**src/design/assert_macros.svh**
```systemverilog
// assertion macros shared by the demux rtl
`ifndef ASSERT_MACROS_SVH
`define ASSERT_MACROS_SVH

// checks a property at every rising clock edge outside reset
`define CCD_ASSERT(label, prop, msg) \
  label: assert property (@(posedge clk) disable iff (!rst_n) (prop)) else $error(msg);

// checks that a condition leads to another one in the next cycle
`define CCD_ASSERT_NEXT(label, ante, cons, msg) \
  label: assert property (@(posedge clk) disable iff (!rst_n) (ante) |=> (cons)) else $error(msg);

`endif

```
**src/design/ccd_pkg.sv**
```systemverilog
// types, codes and constants of the camera container demux
`default_nettype none

package ccd_pkg;

  typedef enum logic [3:0] {
    PH_HEADER,
    PH_CODE,
    PH_LEN,
    PH_ATS,
    PH_ASKIP,
    PH_APAY,
    PH_VTS,
    PH_VSKIP,
    PH_VPAY,
    PH_DONE,
    PH_DEAD
  } phase_t;

  typedef enum logic [2:0] {
    KIND_ABYTE     = 3'd0,
    KIND_VBYTE     = 3'd1,
    KIND_ATIME     = 3'd2,
    KIND_VTIME     = 3'd3,
    KIND_DURATION  = 3'd4,
    KIND_END       = 3'd5,
    KIND_UNKNOWN   = 3'd6,
    KIND_BAD_MAGIC = 3'd7
  } kind_t;

  localparam logic [31:0] TAG_HXVS = 32'h4858_5653;
  localparam logic [31:0] TAG_HXAF = 32'h4858_4146;
  localparam logic [31:0] TAG_HXVF = 32'h4858_5646;
  localparam logic [31:0] TAG_HXFI = 32'h4858_4649;

  localparam logic [4:0] NAL_SEI = 5'h06;
  localparam logic [4:0] NAL_SPS = 5'h07;
  localparam logic [4:0] NAL_PPS = 5'h08;

  localparam int unsigned FC_W = 4;

  localparam logic [FC_W-1:0] FC_FIELD_LAST = 4'd3;
  localparam logic [FC_W-1:0] FC_MAGIC_LAST = 4'd3;
  localparam logic [FC_W-1:0] FC_DUR_FIRST  = 4'd8;
  localparam logic [FC_W-1:0] FC_DUR_LAST   = 4'd11;
  localparam logic [FC_W-1:0] FC_HDR_LAST   = 4'd15;
  localparam logic [FC_W-1:0] FC_ASKIP_LAST = 4'd7;
  localparam logic [FC_W-1:0] FC_NAL_POS    = 4'd4;

  localparam logic [31:0] AUDIO_HDR_BYTES = 32'd4;

  localparam int unsigned QUEUE_DEPTH = 4;

  typedef struct packed {
    kind_t       kind;
    logic [7:0]  data;
    logic [31:0] value;
    logic        last;
  } result_t;

  typedef struct packed {
    logic [1:0] cnt;
    result_t    r0;
    result_t    r1;
  } push_t;

endpackage

`default_nettype wire

```
**src/design/camera_container_demux_top.sv**
```systemverilog
// top level of the camera container demux
//
// input channel: one container file byte per transaction on in_byte, with
// in_valid and in_stall. output channel: one result per transaction
// (out_kind, out_byte, out_value, out_last), with out_valid and out_stall.
// out_last marks the final result caused by one input byte.
// a byte is parsed in the cycle it is taken; its results are written into
// the result queue at the end of that cycle. one byte is taken every cycle
// while in_stall is low; the fifth byte of a video payload may give two
// results, which leave one per cycle while out_stall is low. in_stall rises
// when the result queue has room for fewer than two results, so a stalled
// receiver holds the input back after a few results. results wait in the queue
// unchanged while out_stall is high. reset clears the parser to the start of
// the file header and empties the queue. after the end record or a bad magic,
// input bytes are still taken but give no results until the next reset.
`default_nettype none

module camera_container_demux_top
  import ccd_pkg::*;
#(
  parameter int unsigned OUT_DEPTH = QUEUE_DEPTH
) (
  input  wire logic              clk,
  input  wire logic              rst_n,
  input  wire logic              in_valid,
  output logic                   in_stall,
  input  wire logic [7:0]        in_byte,
  output logic                   out_valid,
  input  wire logic              out_stall,
  output logic [2:0]             out_kind,
  output logic [7:0]             out_byte,
  output logic signed [31:0]     out_value,
  output logic                   out_last
);

  logic    in_accept;
  logic    room;
  push_t   push;
  result_t head;

  assign in_stall  = !room;
  assign in_accept = in_valid && room;

  ccd_parser u_parser (
    .clk      (clk),
    .rst_n    (rst_n),
    .accept_i (in_accept),
    .byte_i   (in_byte),
    .push_o   (push)
  );

  ccd_outq #(
    .DEPTH (OUT_DEPTH)
  ) u_outq (
    .clk         (clk),
    .rst_n       (rst_n),
    .push_i      (push),
    .room_o      (room),
    .out_valid_o (out_valid),
    .out_stall_i (out_stall),
    .head_o      (head)
  );

  assign out_kind  = head.kind;
  assign out_byte  = head.data;
  assign out_value = $signed(head.value);
  assign out_last  = head.last;

endmodule

`default_nettype wire

```
**src/design/ccd_parser.sv**
```systemverilog
// byte parser: header check, record decode and result generation
`default_nettype none
`include "assert_macros.svh"

module ccd_parser
  import ccd_pkg::*;
(
  input  wire logic       clk,
  input  wire logic       rst_n,
  input  wire logic       accept_i,
  input  wire logic [7:0] byte_i,
  output push_t           push_o
);

  phase_t            phase_r, phase_nxt;
  logic [FC_W-1:0]   fc_r, fc_nxt;
  logic [31:0]       code_r, code_nxt;
  logic [31:0]       len_r, len_nxt;
  logic [31:0]       ts_r, ts_nxt;
  logic [31:0]       afirst_r, afirst_nxt;
  logic              aseen_r, aseen_nxt;
  logic [31:0]       vfirst_r, vfirst_nxt;
  logic              vseen_r, vseen_nxt;
  logic [31:0]       total_r, total_nxt;

  logic [31:0] code_sh;
  logic [31:0] byte_lane;
  logic [31:0] ts_ins;
  logic [31:0] len_ins;
  logic [31:0] len_less;
  logic [FC_W-1:0] fc_inc;
  logic        bad_magic;
  logic [4:0]  nal;
  push_t       push;

  assign code_sh   = {code_r[23:0], byte_i};
  assign byte_lane = {24'd0, byte_i} << {fc_r[1:0], 3'b000};
  assign ts_ins    = ts_r | byte_lane;
  assign len_ins   = len_r | byte_lane;
  assign len_less  = len_r - AUDIO_HDR_BYTES;
  assign fc_inc    = fc_r + 1'b1;
  assign bad_magic = (fc_r == FC_MAGIC_LAST) && (code_sh != TAG_HXVS);
  assign nal       = byte_i[4:0];

  // next state
  always_comb begin
    phase_nxt  = phase_r;
    fc_nxt     = fc_r;
    code_nxt   = code_r;
    len_nxt    = len_r;
    ts_nxt     = ts_r;
    afirst_nxt = afirst_r;
    aseen_nxt  = aseen_r;
    vfirst_nxt = vfirst_r;
    vseen_nxt  = vseen_r;
    total_nxt  = total_r;
    unique case (phase_r)
      PH_HEADER: begin
        if (fc_r <= FC_MAGIC_LAST) begin
          code_nxt = code_sh;
        end
        if (bad_magic) begin
          phase_nxt = PH_DEAD;
        end else begin
          if (fc_r >= FC_DUR_FIRST && fc_r <= FC_DUR_LAST) begin
            ts_nxt = ts_ins;
          end
          if (fc_r == FC_HDR_LAST) begin
            fc_nxt    = '0;
            code_nxt  = '0;
            phase_nxt = PH_CODE;
          end else begin
            fc_nxt = fc_inc;
          end
        end
      end
      PH_CODE: begin
        code_nxt = code_sh;
        if (fc_r == FC_FIELD_LAST) begin
          fc_nxt    = '0;
          len_nxt   = '0;
          phase_nxt = PH_LEN;
        end else begin
          fc_nxt = fc_inc;
        end
      end
      PH_LEN: begin
        len_nxt = len_ins;
        if (fc_r == FC_FIELD_LAST) begin
          fc_nxt = '0;
          ts_nxt = '0;
          if (code_r == TAG_HXAF) begin
            phase_nxt = PH_ATS;
          end else if (code_r == TAG_HXVF) begin
            phase_nxt = PH_VTS;
          end else if (code_r == TAG_HXFI) begin
            phase_nxt = PH_DONE;
          end else begin
            phase_nxt = PH_CODE;
          end
        end else begin
          fc_nxt = fc_inc;
        end
      end
      PH_ATS: begin
        ts_nxt = ts_ins;
        if (fc_r == FC_FIELD_LAST) begin
          fc_nxt = '0;
          if (!aseen_r) begin
            afirst_nxt = ts_ins;
            aseen_nxt  = 1'b1;
          end
          phase_nxt = PH_ASKIP;
        end else begin
          fc_nxt = fc_inc;
        end
      end
      PH_VTS: begin
        ts_nxt = ts_ins;
        if (fc_r == FC_FIELD_LAST) begin
          fc_nxt = '0;
          if (!vseen_r) begin
            vfirst_nxt = ts_ins;
            vseen_nxt  = 1'b1;
          end
          phase_nxt = PH_VSKIP;
        end else begin
          fc_nxt = fc_inc;
        end
      end
      PH_ASKIP: begin
        if (fc_r == FC_ASKIP_LAST) begin
          fc_nxt = '0;
          if (len_r[31] || len_r < AUDIO_HDR_BYTES) begin
            len_nxt   = '0;
            phase_nxt = PH_CODE;
          end else begin
            len_nxt   = len_less;
            phase_nxt = (len_less != '0) ? PH_APAY : PH_CODE;
          end
        end else begin
          fc_nxt = fc_inc;
        end
      end
      PH_APAY: begin
        total_nxt = total_r + 32'd1;
        len_nxt   = len_r - 32'd1;
        if (len_r == 32'd1) begin
          phase_nxt = PH_CODE;
        end
      end
      PH_VSKIP: begin
        if (fc_r == FC_FIELD_LAST) begin
          fc_nxt = '0;
          if (len_r[31]) begin
            len_nxt   = '0;
            phase_nxt = PH_CODE;
          end else begin
            phase_nxt = (len_r != '0) ? PH_VPAY : PH_CODE;
          end
        end else begin
          fc_nxt = fc_inc;
        end
      end
      PH_VPAY: begin
        if (fc_r <= FC_NAL_POS) begin
          fc_nxt = fc_inc;
        end
        len_nxt = len_r - 32'd1;
        if (len_r == 32'd1) begin
          fc_nxt    = '0;
          phase_nxt = PH_CODE;
        end
      end
      PH_DONE, PH_DEAD: begin
      end
      default: begin
        phase_nxt = PH_DEAD;
      end
    endcase
  end

  // results
  always_comb begin
    push          = '0;
    push.r0.kind  = KIND_ABYTE;
    push.r1.kind  = KIND_ABYTE;
    unique case (phase_r)
      PH_HEADER: begin
        if (bad_magic) begin
          push.cnt     = 2'd1;
          push.r0.kind = KIND_BAD_MAGIC;
        end else if (fc_r == FC_DUR_LAST) begin
          push.cnt      = 2'd1;
          push.r0.kind  = KIND_DURATION;
          push.r0.value = ts_ins;
        end
      end
      PH_LEN: begin
        if (fc_r == FC_FIELD_LAST) begin
          if (code_r == TAG_HXFI) begin
            push.cnt      = 2'd1;
            push.r0.kind  = KIND_END;
            push.r0.value = total_r;
          end else if (code_r != TAG_HXAF && code_r != TAG_HXVF) begin
            push.cnt     = 2'd1;
            push.r0.kind = KIND_UNKNOWN;
          end
        end
      end
      PH_ATS: begin
        if (fc_r == FC_FIELD_LAST) begin
          push.cnt      = 2'd1;
          push.r0.kind  = KIND_ATIME;
          push.r0.value = aseen_r ? (ts_ins - afirst_r) : 32'd0;
        end
      end
      PH_APAY: begin
        push.cnt     = 2'd1;
        push.r0.kind = KIND_ABYTE;
        push.r0.data = byte_i;
      end
      PH_VPAY: begin
        push.cnt     = 2'd1;
        push.r0.kind = KIND_VBYTE;
        push.r0.data = byte_i;
        if (fc_r == FC_NAL_POS) begin
          case (nal) inside
            NAL_SEI, NAL_SPS, NAL_PPS: begin
            end
            default: begin
              push.cnt      = 2'd2;
              push.r1.kind  = KIND_VTIME;
              push.r1.value = ts_r - vfirst_r;
            end
          endcase
        end
      end
      PH_CODE, PH_VTS, PH_ASKIP, PH_VSKIP, PH_DONE, PH_DEAD: begin
      end
      default: begin
      end
    endcase
    if (!accept_i) begin
      push.cnt = 2'd0;
    end
    push.r0.last = (push.cnt == 2'd1);
    push.r1.last = 1'b1;
  end

  assign push_o = push;

  always_ff @(posedge clk) begin
    if (!rst_n) begin
      phase_r  <= PH_HEADER;
      fc_r     <= '0;
      code_r   <= '0;
      len_r    <= '0;
      ts_r     <= '0;
      afirst_r <= '0;
      aseen_r  <= 1'b0;
      vfirst_r <= '0;
      vseen_r  <= 1'b0;
      total_r  <= '0;
    end else if (accept_i) begin
      phase_r  <= phase_nxt;
      fc_r     <= fc_nxt;
      code_r   <= code_nxt;
      len_r    <= len_nxt;
      ts_r     <= ts_nxt;
      afirst_r <= afirst_nxt;
      aseen_r  <= aseen_nxt;
      vfirst_r <= vfirst_nxt;
      vseen_r  <= vseen_nxt;
      total_r  <= total_nxt;
    end
  end

  `CCD_ASSERT(a_quiet_after_end, (phase_r == PH_DONE || phase_r == PH_DEAD) |-> (push.cnt == 2'd0), "result after end of stream")
  `CCD_ASSERT(a_pair_only_video, (push.cnt == 2'd2) |-> (phase_r == PH_VPAY && fc_r == FC_NAL_POS), "result pair outside video payload")
  `CCD_ASSERT(a_payload_len_live, (phase_r == PH_APAY || phase_r == PH_VPAY) |-> (len_r != '0), "payload phase with zero length")

endmodule

`default_nettype wire

```
**src/design/ccd_outq.sv**
```systemverilog
// result queue that takes up to two results per cycle and hands out one while out_stall_i is low
`default_nettype none
`include "assert_macros.svh"

module ccd_outq
  import ccd_pkg::*;
#(
  parameter int unsigned DEPTH = QUEUE_DEPTH
) (
  input  wire logic  clk,
  input  wire logic  rst_n,
  input  wire push_t push_i,
  output logic       room_o,
  output logic       out_valid_o,
  input  wire logic  out_stall_i,
  output result_t    head_o
);

  localparam int unsigned PW = (DEPTH > 1) ? $clog2(DEPTH) : 1;
  localparam int unsigned CW = $clog2(DEPTH + 1);

  result_t         mem_r [DEPTH];
  logic [PW-1:0]   wr_ptr_r, wr_ptr_nxt;
  logic [PW-1:0]   rd_ptr_r, rd_ptr_nxt;
  logic [CW-1:0]   count_r, count_nxt;
  logic [PW-1:0]   wr_ptr_p1;
  logic            pop;

  function automatic logic [PW-1:0] ptr_inc(input logic [PW-1:0] p);
    return (p == PW'(DEPTH - 1)) ? '0 : p + 1'b1;
  endfunction

  assign wr_ptr_p1   = ptr_inc(wr_ptr_r);
  assign out_valid_o = (count_r != '0);
  assign pop         = out_valid_o && !out_stall_i;
  assign room_o      = (count_r <= CW'(DEPTH - 2));
  assign head_o      = mem_r[rd_ptr_r];

  always_comb begin
    case (push_i.cnt)
      2'd1:    wr_ptr_nxt = wr_ptr_p1;
      2'd2:    wr_ptr_nxt = ptr_inc(wr_ptr_p1);
      default: wr_ptr_nxt = wr_ptr_r;
    endcase
    rd_ptr_nxt = pop ? ptr_inc(rd_ptr_r) : rd_ptr_r;
    count_nxt  = count_r + CW'(push_i.cnt) - CW'(pop);
  end

  always_ff @(posedge clk) begin
    if (push_i.cnt != 2'd0) begin
      mem_r[wr_ptr_r] <= push_i.r0;
    end
    if (push_i.cnt == 2'd2) begin
      mem_r[wr_ptr_p1] <= push_i.r1;
    end
  end

  always_ff @(posedge clk) begin
    if (!rst_n) begin
      wr_ptr_r <= '0;
      rd_ptr_r <= '0;
      count_r  <= '0;
    end else begin
      wr_ptr_r <= wr_ptr_nxt;
      rd_ptr_r <= rd_ptr_nxt;
      count_r  <= count_nxt;
    end
  end

  `CCD_ASSERT(a_count_bound, count_r <= CW'(DEPTH), "queue count beyond depth")
  `CCD_ASSERT(a_push_has_room, (push_i.cnt != 2'd0) |-> room_o, "push without room for a pair")
  `CCD_ASSERT_NEXT(a_pair_grows, (push_i.cnt == 2'd2 && !pop), count_r == $past(count_r) + CW'(2), "result pair not stored")

endmodule

`default_nettype wire

```
**config.mk**
```make
export PLATFORM = sky130hd
export DESIGN_NAME = camera_container_demux_top
export DESIGN_NICKNAME = d
export VERILOG_FILES = /design/src/design/ccd_pkg.sv /design/src/design/camera_container_demux_top.sv /design/src/design/ccd_parser.sv /design/src/design/ccd_outq.sv
export VERILOG_INCLUDE_DIRS = /design/src /design/src/design
export SDC_FILE = /design/constraint.sdc
export NUM_CORES = 1
export LEC_CHECK = 0
export BUFFER_PORTS_ARGS = -buffer_cell sky130_fd_sc_hd__buf_2
export CORE_ASPECT_RATIO = 1.2
export CORE_MARGIN = 8
export CORE_UTILIZATION = 40
export DETAILED_ROUTE_END_ITERATION = 6
export GPL_TIMING_DRIVEN = 1
export MAX_ROUTING_LAYER = met4
export PLACE_DENSITY_LB_ADDON = 0.08
export SYNTH_ARGS = -nofsm -noshare
export SYNTH_HDL_FRONTEND = slang
export SYNTH_HIERARCHICAL = 1
export SYNTH_SLANG_ARGS = --single-unit
```
**constraint.sdc**
```tcl
create_clock -name clk -period 11.45 [get_ports clk]
set_input_delay 2.29 -clock clk [delete_from_list [all_inputs] [get_ports clk]]
set_output_delay 2.29 -clock clk [all_outputs]
set_load 0.05 [all_outputs]
```
# Word level (Yosys, flattened, before mapping)

Memory sizes are Yosys's and may differ from the RTL's. A register that Yosys moved wholly into a read port is not among the register bits.
Index checks and enable logic that the tools add are counted.

Add/sub/neg operators: 11
Order comparisons: 6
Shifts and indexed selects: 1
Muxes and demuxes: 71
Eq/ne operators: 42
Reductions and logical operators: 34
Bitwise operators: 5

Operator list:

| kind                                                                           | number |
|---|---|
| 32-bit two-way mux                                                             | 18 |
| 32-bit case mux with 3 select lines                                            | 2 |
| 32-bit case mux with 5 select lines                                            | 1 |
| 4-bit two-way mux                                                              | 25 |
| 32-bit by 31-bit == test with 1-bit output (second input constant)             | 3 |
| 32-bit by 31-bit inequality test with 1-bit output (second input constant)     | 3 |
| 32-bit OR                                                                      | 2 |
| 32-bit case mux with 2 select lines                                            | 1 |
| 32-bit nonzero test                                                            | 2 |
| 32-bit subtractor                                                              | 2 |
| 4-bit case mux with 9 select lines                                             | 1 |
| 32-bit by 1-bit adder with 32-bit output (second input constant)               | 1 |
| 32-bit by 1-bit == test with 1-bit output (second input constant)              | 1 |
| 32-bit by 3-bit less-than comparator with 1-bit output (second input constant) | 1 |
| 8-bit by 5-bit left shift with 32-bit output                                   | 1 |
| 32-bit by 1-bit subtractor with 32-bit output (second input constant)          | 1 |
| 32-bit by 3-bit subtractor with 32-bit output (second input constant)          | 1 |
| 31-bit two-way mux                                                             | 1 |
| 5-bit case mux with 5 select lines                                             | 1 |
| 4-bit by 3-bit == test with 1-bit output (second input constant)               | 6 |
| 4-bit == test (second input constant)                                          | 5 |
| 2-bit two-way mux                                                              | 9 |
| 2-bit by 1-bit inequality test with 1-bit output (second input constant)       | 9 |
| 4-bit case mux with 4 select lines                                             | 1 |
| 40 further kinds                                                               | 72 |

RAM bits: 176
Flip-flop bits (word level): 209
Output and inout port bits: 46
Memories kept: 1

Memory list:

| memory       | words | bits a word | read ports | clocked after memory_dff | wr ports | line           | RTL |
|---|---|---|---|---|---|---|---|
| u_outq.mem_r | 4     | 44          | 1          | 1                        | 2        | ccd_outq.sv:22 | `result_t mem_r [DEPTH];` |

# Logic depth before layout (Yosys ltp)

Depth after elaboration: 10
Gate-level depth with buffers: 16
Gate-level depth less buffers: 15

# By module

Netlist, hierarchy kept.

Modules (own cells, without submodules):

| module                     | area each (sq um) | cells an instance | times used |
|---|---|---|---|
| ccd_parser                 | 14402.6           | 1967              | 1 |
| ccd_outq                   | 9883.2            | 493               | 1 |
| camera_container_demux_top | 10.0              | 2                 | 1 |

# Worst setup path before layout

Ideal clock, no wire load.

Kind: input to register
Start point: input in_byte[1]
End point: memory u_outq/mem_r[1][0] (netlist bit) (enable)
Path slack: 4.099 ns
Data required time: 10.944 ns
Path buffers: 0
Library setup time: 0.506 ns
Stages on the path: 12
Arrival: 6.845 ns
Cells stage by stage: nor2b_1 nand3_1 nor4_1 nor2_1 nand3_1 nor2b_1 nand3_1 nor3_1 nor3_1 inv_1 ha_1 o21ai_0

RTL lines:

| what        | line                             | RTL |
|---|---|---|
| from (decl) | camera_container_demux_top.sv:27 | `input wire logic [7:0] in_byte,` |
| to (decl)   | ccd_outq.sv:22                   |  |

==> summary.txt <==
Slew headroom: 26.3%
Cell variety after synth: 92
Total Wirelength: 72,300 um
Leakage: 10.8 nW
Setup crit start kind: input pin
max cap viols: 0
Mapped Cells: 2,462
Max VDD drop: 0.0828 mV
Final WS setup: 4830 ps
CTS Root Cell: clkbuf_16
# rows: 99
Period minus WS final: 6620 ps
area share of fa/ha/maj cells after synthesis: 4.52%
main flop type after synthesis: dfxtp_1
Compound-Gate Fraction of Synth Area: 16.8%
CP max FO: 45
Synth Area in Simple Gates: 15.3%
HPWL after DPL: 49,400 um
final setup fails: 0
# DRC: 0
placed inst area: 25,100 sq um
clock buffer depth: 3
Hold Fails Final Rpt: 0
vias post-DR: 18,700
placed cell count: 3,221
Post CTS Setup Buffer Count: 0
worst reg2reg endpoint: u_outq/mem_r[3][11]
die area: 68,900 sq um
sequential element share of the synthesized area: 39.1%
clk slew on worst S/H paths: 60 ps
total gr overflow: 0
Synth Area in XOR/XNOR: 3.46%
First-pass DRT Iterations: 7
mux contribution to synthesized area: 15.0%
first-pass GRT wire length: 109,000 um
Worst setup EP type: register
crit path DAT: 6830 ps
share of layout cells above drive strength 1: 17.0%
Vias/cell: 5.67
commonest non-fill, non-tap cells in the layout: nor2_1, dfxtp_1, a21oi_1
Resize count post-CTS: 0
Ys Warns: 6
Final ANT Viol Nets: 0
vias in the first global route: 18,200
Initial DRC Count: 1,420
pre-CTS WS: 4200 ps
setup tns final: 0 ps
RSZ-0062 raised after global routing: false
GRT Total Usage: 21.0%
hold crit path type: register to register
CTS buffer count: 46
category of the most critical setup path: input pin to register
Post-synth EDFFs: 176
largest family of logic cells by synthesized area: compound AO/OA/AOI/OAI gates
status: completed
Final nets: 2,559
Worst Path Required: 11,650 ps
fin cells: 3,303
Initial Utilization: 40.2%
Mapped Avg Cell Area: 9.87 sq um
Pwr Density: 154 nW/um^2
fraction of registers with async set/reset: 0%
FF-to-FF Start: u_parser/code_r[20]
Worst Tran Pin Value: 1100 ps
mean routed wirelength per cell: 21.9 um
CTS hold repair buffers: 0
R2R depth: 12
fin crit share: 57.8%
setup slack, reg-to-reg: 6030 ps
Pwr Total: 4.11 mW
most common cell after layout, fill and taps aside: nor2_1
CTS tree: done
initial antenna violation count: 0
Die H: 286 um
Layout area overhead: 9.68%
FF+latch count, synth: 387
cell area after layout: 26,600 sq um
Sink Count: 387
Synth Cell Area: 24,300 sq um
WHS Path Cells: 2
clk_skew: 19.0 ps
Core Box Area: 60,400 sq um
hold path start: u_outq/rd_ptr_r[1]
gpl congestion: 0.906
I/O Buffers: 57
H-tree depth: 2
largest net degree at the start of global routing: 81
Clock Latency Late Sink: 590 ps
Antenna Cells: 0
Die W: 241 um
number of I/O pins: 58
pins over their slew limit: 0
Max Clock Freq: 151 MHz
==> worst max path at each step <==
stage / startpoint / endpoint / cells past startpoint
after floorplan: in_byte[1] / u_outq/mem_r[1][0] / 12
final: in_byte[4] / u_outq/mem_r[3][11] / 15
after global routing: in_byte[4] / u_outq/mem_r[2][11] / 15
after CTS: in_byte[4] / u_outq/mem_r[2][11] / 15
after detailed placement: in_byte[4] / u_outq/mem_r[2][12] / 15
after global placement: in_byte[4] / u_outq/mem_r[3][11] / 15
==> kinds of logic (layout without fill, tap and decap cells) <==
logic type                 Yosys count  after routing
AOI/OAI and AO/OA                  637            637
xor gates and xnor gates            96             96
adders and majority gates           86             86
buffers and inverters              290            315
DFF                                387            387
muxes                              227            227
other                                2             10
and+or+nand+nor                    737            737
==> per-layer routing <==
| layer | GRT usage (%) | share of wire (%) | wire, um |
|---|---|---|---|
| met5 | - | 0 | 0 |
| met4 | 6.28 | 2.9 | 2070 |
| met1 | 26.6 | 44 | 32100 |
| met3 | 2.63 | 4.4 | 3200 |
| met2 | 34.8 | 48 | 34900 |
==> area by class of cell <==
type / count / area, sq um
multi-input combinational: 1793 / 13500
timing repair buffer: 97 / 588
sequential: 387 / 9510
tap: 808 / 1010
fill: 5897 / 33800
inverter: 136 / 510
clock inverter: 28 / 293
clock buffer: 54 / 1220
==> worst max-delay path, stage by stage <==
cell and delay [ps]:
buf_2 350, nor4bb_1 330, nand3_1 130, nor4_1 400
nor2_1 110, nand3_1 210, nor2b_1 200, nand3_1 200
nor3_1 300, nor3_1 110, inv_1 90, ha_1 710
nand2_8 550, o21ai_4 160, buf_4 600
==> report_power, final <==
group          internal (mW)  switching [mW]
Combinational          0.368           0.736
Sequential              1.46          0.0503
Clock                  0.878           0.616
Total                   2.70            1.40
==> per-stage QoR <==
| step | util [%] | hold slack, ps |
|---|---|---|
| finish | 44.1 | 490 |
| global route | 44.1 | 512 |
| CTS | 44.1 | 496 |
| detailed placement | 41.6 | 481 |
| global placement | 41.6 | 471 |
| floorplan | - | 441 |
==> state kept, by name (all words and copies together) (netlist names), 2 cells and up, named ones only <==
register	count
u_parser/vfirst_r	32
u_parser/phase_r	4
u_parser/afirst_r	32
u_parser/len_r	32
u_parser/code_r	32
u_outq/wr_ptr_r	2
u_parser/fc_r	4
u_parser/total_r	32
u_outq/mem_r	176
u_parser/ts_r	32
u_outq/count_r	3
u_outq/rd_ptr_r	2
==> cell usage after synthesis (all sizes together) (48+ instances only) <==
cell	number	share of area, %
a21oi	198	4.1
a22oi	48	1.5
buf	54	2.1
clkbuf	100	1.6
dfxtp	211	17
edfxtp	176	22
ha	83	4.3
inv	135	2.1
mux2	176	11
nand2	153	2.6
nor2	239	3.7
nor2b	67	1.8
nor3	72	1.5
o21ai	136	2.8
xnor2	49	1.8
No activity file was read; power rests on OpenSTA's default activity.
